**config.mk**
```make
export PLATFORM = sky130hd
export DESIGN_NAME = rejection_sampler_12bit_top
export DESIGN_NICKNAME = d
export VERILOG_FILES = /design/src/hw/rtl/rsmp_pkg.sv /design/src/hw/rtl/rsmp_front.sv /design/src/hw/rtl/rsmp_fifo.sv /design/src/hw/rtl/rsmp_back.sv /design/src/hw/rtl/rejection_sampler_12bit_top.sv
export SDC_FILE = /design/constraint.sdc
export NUM_CORES = 1
export LEC_CHECK = 0
export ABC_AREA = 1
export BUFFER_PORTS_ARGS = -buffer_cell sky130_fd_sc_hd__buf_4
export CAP_MARGIN = 20
export CORE_MARGIN = 3
export CORE_UTILIZATION = 56
export CTS_CLUSTER_SIZE = 14
export DETAILED_ROUTE_END_ITERATION = 12
export GPL_TIMING_DRIVEN = 0
export PLACE_DENSITY_LB_ADDON = 0.05
export REMOVE_ABC_BUFFERS = 1
export SYNTH_ARGS = -nofsm -noshare
export SYNTH_HDL_FRONTEND = slang
export SYNTH_SLANG_ARGS = --single-unit
```
**constraint.sdc**
```tcl
create_clock -name clk -period 12.02 [get_ports clk]
set_input_delay 3.005 -clock clk [delete_from_list [all_inputs] [get_ports clk]]
set_output_delay 3.005 -clock clk [all_outputs]
set_load 0.05 [all_outputs]
```
**src/hw/rtl/rsmp_pkg.sv**
```systemverilog
// Shared types, constants and register codes of the 12-bit rejection sampler.
package rsmp_pkg;

	localparam int BYTE_W   = 8;
	localparam int CAND_W   = 12;
	localparam int MOD_W    = 13;
	localparam int CNT_W    = 9;
	localparam int IDX_W    = 8;
	localparam int CFG_W    = 13;
	localparam int CFG_AW   = 1;

	// Upper bound on the coefficient count; larger settings saturate here.
	localparam int MAX_COEFFS = 256;

	// Default depth of the queue between front and back, in result pairs.
	localparam int QDEPTH_DEF = 4;

	localparam logic [MOD_W-1:0] MOD_RESET = 13'd3329;
	localparam logic [CNT_W-1:0] CNT_RESET = 9'd256;

	// Configuration register indexes.
	localparam logic [CFG_AW-1:0] REG_MODULUS     = 1'b0;
	localparam logic [CFG_AW-1:0] REG_COEFF_COUNT = 1'b1;

	typedef struct packed {
		logic [CAND_W-1:0] coeff;
		logic [IDX_W-1:0]  coeff_index;
		logic              last;
	} rsmp_res_t;

	// Results of one byte triple: one or two coefficients, first in res0.
	typedef struct packed {
		logic      two;
		rsmp_res_t res0;
		rsmp_res_t res1;
	} rsmp_pair_t;

endpackage

```
**src/hw/rtl/rsmp_front.sv**
```systemverilog
// Front end: byte grouping, candidate check and coefficient counting.
module rsmp_front import rsmp_pkg::*; (
	input  logic                 clk,
	input  logic                 arst_n,
	input  logic                 cfg_we,
	input  logic [CFG_AW-1:0]    cfg_addr,
	input  logic [CFG_W-1:0]     cfg_wdata,
	input  logic                 in_valid,
	output logic                 in_ready,
	input  logic [BYTE_W-1:0]    in_byte,
	input  logic                 in_start,
	input  logic                 in_bend,
	input  logic                 q_full,
	output logic                 push,
	output rsmp_pair_t           push_pair
);

	logic [MOD_W-1:0]  modulus_q;
	logic [CNT_W-1:0]  coeff_count_q;
	logic [1:0]        phase_q;
	logic [BYTE_W-1:0] held0_q;
	logic [BYTE_W-1:0] held1_q;
	logic [CNT_W-1:0]  acc_cnt_q;

	logic              take;
	logic [CNT_W-1:0]  eff_n;
	logic [CNT_W-1:0]  cnt0;
	logic [CNT_W-1:0]  cnt1;
	logic [CNT_W-1:0]  cnt2;
	logic [1:0]        ph0;
	logic              active;
	logic [CAND_W-1:0] c0;
	logic [CAND_W-1:0] c1;
	logic              acc0;
	logic              acc1;
	rsmp_res_t         r0;
	rsmp_res_t         r1;
	logic [1:0]        ph_next;

	assign in_ready = !q_full;
	assign take     = in_valid && in_ready;

	always_comb begin
		eff_n  = (coeff_count_q > CNT_W'(MAX_COEFFS)) ? CNT_W'(MAX_COEFFS) : coeff_count_q;
		cnt0   = in_start ? '0 : acc_cnt_q;
		ph0    = (in_start || phase_q == 2'd3) ? 2'd0 : phase_q;
		active = cnt0 < eff_n;
		c0     = {held1_q[3:0], held0_q};
		c1     = {in_byte, held1_q[7:4]};
		acc0   = active && (ph0 == 2'd2) && ({1'b0, c0} < modulus_q);
		cnt1   = cnt0 + CNT_W'(acc0);
		acc1   = (ph0 == 2'd2) && (cnt1 < eff_n) && ({1'b0, c1} < modulus_q);
		cnt2   = cnt1 + CNT_W'(acc1);

		r0.coeff       = c0;
		r0.coeff_index = cnt0[IDX_W-1:0];
		r0.last        = (cnt0 + 1'b1) == eff_n;
		r1.coeff       = c1;
		r1.coeff_index = cnt1[IDX_W-1:0];
		r1.last        = (cnt1 + 1'b1) == eff_n;

		push_pair.two  = acc0 && acc1;
		push_pair.res0 = acc0 ? r0 : r1;
		push_pair.res1 = r1;
		push           = take && (acc0 || acc1);

		ph_next = ph0;
		if (active) begin
			case (ph0)
				2'd0:    ph_next = 2'd1;
				2'd1:    ph_next = 2'd2;
				default: ph_next = 2'd0;
			endcase
		end
		if (in_bend) begin
			ph_next = 2'd0;
		end
	end

	always_ff @(posedge clk or negedge arst_n) begin
		if (!arst_n) begin
			modulus_q     <= MOD_RESET;
			coeff_count_q <= CNT_RESET;
			phase_q       <= 2'd0;
			acc_cnt_q     <= '0;
		end else begin
			if (cfg_we) begin
				case (cfg_addr)
					REG_MODULUS:     modulus_q     <= cfg_wdata[MOD_W-1:0];
					REG_COEFF_COUNT: coeff_count_q <= cfg_wdata[CNT_W-1:0];
					default: ;
				endcase
			end
			if (take) begin
				phase_q   <= ph_next;
				acc_cnt_q <= cnt2;
			end
		end
	end

	// Held bytes carry payload only; phase guards every read.
	always_ff @(posedge clk) begin
		if (take && active && ph0 == 2'd0) begin
			held0_q <= in_byte;
		end
		if (take && active && ph0 == 2'd1) begin
			held1_q <= in_byte;
		end
	end

endmodule

```
**src/hw/rtl/rsmp_fifo.sv**
```systemverilog
// Small queue of result pairs between the front end and the output stage.
module rsmp_fifo import rsmp_pkg::*; #(
	parameter int DEPTH = QDEPTH_DEF
) (
	input  logic       clk,
	input  logic       arst_n,
	input  logic       push,
	input  rsmp_pair_t push_pair,
	input  logic       pop,
	output rsmp_pair_t head,
	output logic       empty,
	output logic       full
);

	localparam int AW = (DEPTH > 1) ? $clog2(DEPTH) : 1;
	localparam int CW = $clog2(DEPTH + 1);

	rsmp_pair_t      mem_q [DEPTH];
	logic [AW-1:0]   wr_ptr_q;
	logic [AW-1:0]   rd_ptr_q;
	logic [CW-1:0]   cnt_q;

	assign head  = mem_q[rd_ptr_q];
	assign empty = (cnt_q == '0);
	assign full  = (cnt_q == CW'(DEPTH));

	always_ff @(posedge clk or negedge arst_n) begin
		if (!arst_n) begin
			wr_ptr_q <= '0;
			rd_ptr_q <= '0;
			cnt_q    <= '0;
		end else begin
			if (push) begin
				wr_ptr_q <= (wr_ptr_q == AW'(DEPTH - 1)) ? '0 : wr_ptr_q + 1'b1;
			end
			if (pop) begin
				rd_ptr_q <= (rd_ptr_q == AW'(DEPTH - 1)) ? '0 : rd_ptr_q + 1'b1;
			end
			if (push && !pop) begin
				cnt_q <= cnt_q + 1'b1;
			end else if (pop && !push) begin
				cnt_q <= cnt_q - 1'b1;
			end
		end
	end

	always_ff @(posedge clk) begin
		if (push) begin
			mem_q[wr_ptr_q] <= push_pair;
		end
	end

endmodule

```
**src/hw/rtl/rsmp_back.sv**
```systemverilog
// Output stage: splits queued pairs into single coefficient words.
module rsmp_back import rsmp_pkg::*; (
	input  logic              clk,
	input  logic              arst_n,
	input  rsmp_pair_t        head,
	input  logic              empty,
	output logic              pop,
	output logic              out_valid,
	input  logic              out_ready,
	output logic [CAND_W-1:0] out_coeff,
	output logic [IDX_W-1:0]  out_index,
	output logic              out_last
);

	logic              valid_q;
	logic              sel_q;
	logic [CAND_W-1:0] coeff_q;
	logic [IDX_W-1:0]  index_q;
	logic              last_q;
	logic              load;
	rsmp_res_t         pick;

	assign load = !valid_q || out_ready;
	assign pick = sel_q ? head.res1 : head.res0;
	assign pop  = load && !empty && (sel_q || !head.two);

	assign out_valid = valid_q;
	assign out_coeff = coeff_q;
	assign out_index = index_q;
	assign out_last  = last_q;

	always_ff @(posedge clk or negedge arst_n) begin
		if (!arst_n) begin
			valid_q <= 1'b0;
			sel_q   <= 1'b0;
		end else if (load) begin
			valid_q <= !empty;
			if (!empty) begin
				sel_q <= !pop;
			end
		end
	end

	always_ff @(posedge clk) begin
		if (load && !empty) begin
			coeff_q <= pick.coeff;
			index_q <= pick.coeff_index;
			last_q  <= pick.last;
		end
	end

endmodule

```
**src/hw/rtl/rejection_sampler_12bit_top.sv**
```systemverilog
// Top level of the 12-bit rejection sampler: byte stream in, coefficients out.
//
//  channel     dir  handshake           payload
//  s_axis      in   s_tvalid/s_tready   s_tdata[7:0] stream_byte, s_tuser start_req,
//                                        s_tlast block_end
//  m_axis      out  m_tvalid/m_tready   m_tdata[11:0] coeff, [19:12] coeff_index,
//                                        [23:20] zero, m_tlast last
//  cfg         in   cfg_we              cfg_addr register index, cfg_wdata value
//
// One byte is taken per cycle while the pair queue is not full. Words of a triple
// pass through the pair queue and then the output register; at most one word
// leaves per cycle, set by the output register draining the pair queue.
// Reset clears the byte phase, the coefficient count, the queue and the output
// valid flag and loads modulus 3329 and count 256; no clearing pass is needed.
// s_tready drops only on a full pair queue; with QDEPTH > 1 that takes a stalled m side.
module rejection_sampler_12bit_top import rsmp_pkg::*; #(
	parameter int QDEPTH = QDEPTH_DEF // result pairs held between front and back, >= 1
) (
	input  logic              clk,
	input  logic              arst_n,
	// configuration writes
	input  logic              cfg_we,
	input  logic [CFG_AW-1:0] cfg_addr,
	input  logic [CFG_W-1:0]  cfg_wdata,
	// byte stream
	input  logic              s_tvalid,
	output logic              s_tready,
	input  logic [7:0]        s_tdata,  // [7:0] stream_byte
	input  logic              s_tuser,  // [0] start_req
	input  logic              s_tlast,  // block_end
	// coefficient stream
	output logic              m_tvalid,
	input  logic              m_tready,
	output logic [23:0]       m_tdata,  // [11:0] coeff, [19:12] coeff_index, [23:20] zero
	output logic              m_tlast   // last
);

	logic              push;
	rsmp_pair_t        push_pair;
	logic              pop;
	rsmp_pair_t        head;
	logic              q_empty;
	logic              q_full;
	logic [CAND_W-1:0] coeff;
	logic [IDX_W-1:0]  coeff_index;

	// Front: group bytes, test candidates, count coefficients.
	rsmp_front u_front (
		.clk       (clk),
		.arst_n    (arst_n),
		.cfg_we    (cfg_we),
		.cfg_addr  (cfg_addr),
		.cfg_wdata (cfg_wdata),
		.in_valid  (s_tvalid),
		.in_ready  (s_tready),
		.in_byte   (s_tdata),
		.in_start  (s_tuser),
		.in_bend   (s_tlast),
		.q_full    (q_full),
		.push      (push),
		.push_pair (push_pair)
	);

	// Queue: decouple the byte side from output stalls.
	rsmp_fifo #(
		.DEPTH (QDEPTH)
	) u_fifo (
		.clk       (clk),
		.arst_n    (arst_n),
		.push      (push),
		.push_pair (push_pair),
		.pop       (pop),
		.head      (head),
		.empty     (q_empty),
		.full      (q_full)
	);

	// Back: issue each queued coefficient as its own word.
	rsmp_back u_back (
		.clk       (clk),
		.arst_n    (arst_n),
		.head      (head),
		.empty     (q_empty),
		.pop       (pop),
		.out_valid (m_tvalid),
		.out_ready (m_tready),
		.out_coeff (coeff),
		.out_index (coeff_index),
		.out_last  (m_tlast)
	);

	assign m_tdata = {4'd0, coeff_index, coeff};

endmodule

```
==> results.py <==
metrics = {
    "clocking": {
        "cts_hold_buf": 0,
        "insertion_delay_ns": 0.53,
        "cts_root_buffer": "clkbuf_16",
        "cts_made_buffers": 26,
        "cts_setup_buffers": 0,
        "h-tree-depth": 1,
        "numClockSinks": 251,
        "cts_resized": 0,
        "tritoncts": "done",
        "cts_buffer_depth": 3,
        "path_clk_slew_ns": 0.06,
    },
    "timing": {
        "setup_viol": 0,
        "period_share_pct": 74.3,
        "finClkSkew_ns": 0.0137,
        "tightestPinTransition_ns": 1.01,
        "period_minus_slack_ns": 8.93,
        "final_hold_viol_count": 0,
        "rsz0062_at_grt": "no",
        "setup-tns-final_ns": 0,
        "final_max_slew_viol_count": 0,
        "fmax_mhz": 112,
        "maxSlewHeadroom_pct": 32.6,
    },
    "logic_synthesis": {
        "synth_top_cell_by_area": "edfxtp_1",
        "synthAdderAreaFrac_pct": 5.68,
        "synthTopCellsByArea": "edfxtp_1 (53%), dfrtp_1 (7.8%), nor2_1 (6.2%), o21ai_0 (5.6%), ha_1 (5.5%)",
        "async_flop_share_pct": 16.7,
        "seq_area_frac_synth_pct": 62.1,
        "syn_area_per_cell_sq_um": 10.5,
        "ys_ff_latch": 251,
        "syn_inst": 1127,
        "synth-xor-area-share_pct": 1.30,
        "synth_edf_count": 209,
        "synth_top_area_share_pct": 53.2,
        "yosysWarningCount": 0,
        "mappedNetlistArea_sq_mm": 0.0118,
        "synth_compound_area_share_pct": 9.74,
        "synth_simple_gate_area_share_pct": 16.4,
        "synth_flop_cell": "edfxtp_1",
        "synth_top_family_by_area": "simple AND/OR/NAND/NOR gates",
        "muxShareOfSynthArea_pct": 0,
        "ys_types": 44,
    },
    "global_route": {
        "grt_max_degree": 90,
        "grt_usage_pct": 22.6,
        "grt_pass1_vias": 7516,
        "grt_overflow": 0,
        "grt_pass1_wl_mm": 40.4,
        "antenna_found_initial": 1,
    },
    "routing": {
        "drcViolationCount": 0,
        "avgRoutedWirePerCell_um": 17.4,
        "ant_nets": 0,
        "dr_total_vias": 8012,
        "first_pass_iters": 5,
        "drt-total-wl_mm": 25.4,
        "via_per_inst": 5.48,
        "drt_iter0_drc": 695,
    },
    "placement": {
        "dp_hpwl_mm": 16.4,
        "gp_congestion": 0.931,
        "io_buffers": 51,
    },
    "final_layout": {
        "drive_gt1_share_pct": 13.5,
        "syn_to_final_growth_pct": 13.9,
        "diodes": 0,
        "nFillCells": 1617,
        "fin_nets": 1255,
    },
    "critical_path": {
        "critical_path.max_fanout": 26,
        "critPathKind": "in -> reg",
        "rr_worst_depth": 28,
        "crit_start": "s_tuser",
        "crit_required_ns": 12.24,
        "r2r-end": "u_fifo.mem_q[0][12]",
        "r2r_start": "u_front.coeff_count_q[4]",
        "start_kind": "input port",
        "r2r_slack_ns": 5.17,
        "arrival_ns": 9.14,
        "cp-endpoint": "u_fifo.mem_q[0][12]",
        "endpoint_kind": "flop",
    },
    "run": {
        "cap_violations": 0,
    },
    "power": {
        "power.total_mw": 2.78,
        "total_leakage_power_nw": 5.37,
        "power.density_mw_per_mm2": 206,
        "irDropWorstVdd_v": 0.000157,
    },
    "status": {
        "outcome": "completed",
    },
    "worst_hold_path": {
        "min-delay-path-class": "reg -> reg",
    },
    "die": {
        "die_h_um": 151,
        "die-area_sq_mm": 0.0229,
        "pin_count": 56,
        "row_count": 52,
        "die_w_um": 151,
        "start_util_pct": 57.6,
        "coreArea_sq_mm": 0.0205,
    },
}
==> worst min path at each step <==
stage,from,endpoint,depth (start not counted)
after floorplan,u_front.modulus_q[1],u_front.modulus_q[1],2
after global placement,u_front.modulus_q[6],u_front.modulus_q[6],2
after detailed placement,u_front.modulus_q[5],u_front.modulus_q[5],2
after CTS,u_front.modulus_q[2],u_front.modulus_q[2],2
after global routing,u_front.modulus_q[8],u_front.modulus_q[8],2
final,u_front.modulus_q[2],u_front.modulus_q[2],2
==> routing by layer <==
metal / GRT usage, % / up-vias / wire (um)
met4: 4.90 / 0 / 316
li1: - / 3960 / -
met3: 2.63 / 27 / 1190
met2: 35.4 / 197 / 11600
met1: 34.4 / 3828 / 12300
met5: 0 / - / 0
==> synthesized netlist by cell type, types with 4 or more instances <==
master,n
nand2_2,14
dfstp_2,5
nor3_1,4
nand2_4,5
xnor2_1,5
clkbuf_1,37
or2_2,4
nand3_2,7
inv_2,5
xor2_1,10
nor2_2,6
a31oi_1,22
nand4_1,7
o22ai_1,23
a21oi_1,28
dfrtp_1,37
ha_1,52
inv_1,90
nor2_1,195
buf_4,4
nand3_1,28
nand2_1,172
o21ai_0,131
edfxtp_1,209
==> critical path: stages <==
cell	delay, ns
buf_4	0.15
inv_2	0.25
nand2_2	0.20
inv_1	0.18
ha_1	0.25
nand2_1	0.06
nor2_1	0.05
nand3b_1	0.08
nand3_1	0.14
inv_1	0.14
nand4_1	0.47
inv_1	0.66
ha_1	0.29
nand3_1	0.20
nor2_4	0.22
nand4_1	0.17
xor2_1	0.28
ha_1	0.30
nand2_1	0.09
nor2_1	0.06
nand3b_1	0.07
o2111ai_1	0.16
nor2_1	0.12
nand2_1	0.13
nand2_1	0.08
nand2_1	0.30
nor2_4	0.70
buf_12	0.28
==> placed cells by master (no fill, tap or decap), drive strengths merged, types with 8 or more instances in the layout <==
| cell type | synthesis | routed |
|---|---|---|
| dfrtp | 37 | 37 |
| buf | 7 | 59 |
| nor2 | 204 | 204 |
| inv | 95 | 95 |
| nand3 | 35 | 35 |
| clkbuf | 37 | 31 |
| clkinv | 2 | 13 |
| o21ai | 134 | 134 |
| xor2 | 10 | 10 |
| ha | 52 | 52 |
| a31oi | 22 | 22 |
| nand2 | 191 | 191 |
| edfxtp | 209 | 209 |
| o22ai | 23 | 23 |
| nand4 | 8 | 8 |
| a21oi | 28 | 28 |
==> area by class of cell <==
class                      count  area (sq um)  share of cell area (%)
tap                          270           338                    2.51
sequential                   251          7340                    54.5
clock inverter                17           221                    1.65
timing repair buffer          59           538                    4.00
multi-input combinational    738          3980                    29.6
inverter                      97           365                    2.72
clock buffer                  31           669                    4.98
==> sequential cells by signal (all words and copies together), names as in the netlist <==
signal / cells
u_back.out_last: 1
u_front.phase_q: 2
u_fifo.rd_ptr_q: 2
u_front.modulus_q: 13
u_back.out_valid: 1
u_front.held1_q: 8
u_fifo.wr_ptr_q: 2
u_fifo.cnt_q: 3
u_front.coeff_count_q: 9
u_back.sel_q: 1
u_front.held0_q: 8
u_front.acc_cnt_q: 9
u_back.out_coeff: 12
u_back.out_index: 8
u_fifo.mem_q: 172
==> report_power, final <==
group          internal (mW)  total [mW]  switching, mW
clock network          0.506       0.830          0.324
registers               1.06        1.15         0.0844
logic                  0.256       0.801          0.545
total                   1.82        2.78          0.953
==> through the flow <==
| step | std cells | cell area (sq um) | util [%] | worst slack, ns | hold WS (ns) |
|---|---|---|---|---|---|
| floorplan | 1086 | 11600 | - | 2.79 | 0.453 |
| global placement | 1407 | 12300 | 60.3 | -1.00 | 0.468 |
| detailed placement | 1415 | 12600 | 61.3 | 2.54 | 0.473 |
| CTS | 1463 | 13500 | 65.6 | 3.08 | 0.491 |
| global route | 1463 | 13500 | 65.6 | 2.57 | 0.501 |
| finish | 1463 | 13500 | 65.6 | 3.09 | 0.486 |
==> cell families after synthesis <==
| kind of cell | Yosys count |
|---|---|
| AND/OR/NAND/NOR | 451 |
| flip-flops | 251 |
| AO/OA/AOI/OAI | 214 |
| buffers and inverters | 141 |
| adder cells (fa/ha/maj) | 53 |
| XOR/XNOR | 16 |
| other | 1 |
No activity file was read; power rests on OpenSTA's default activity.
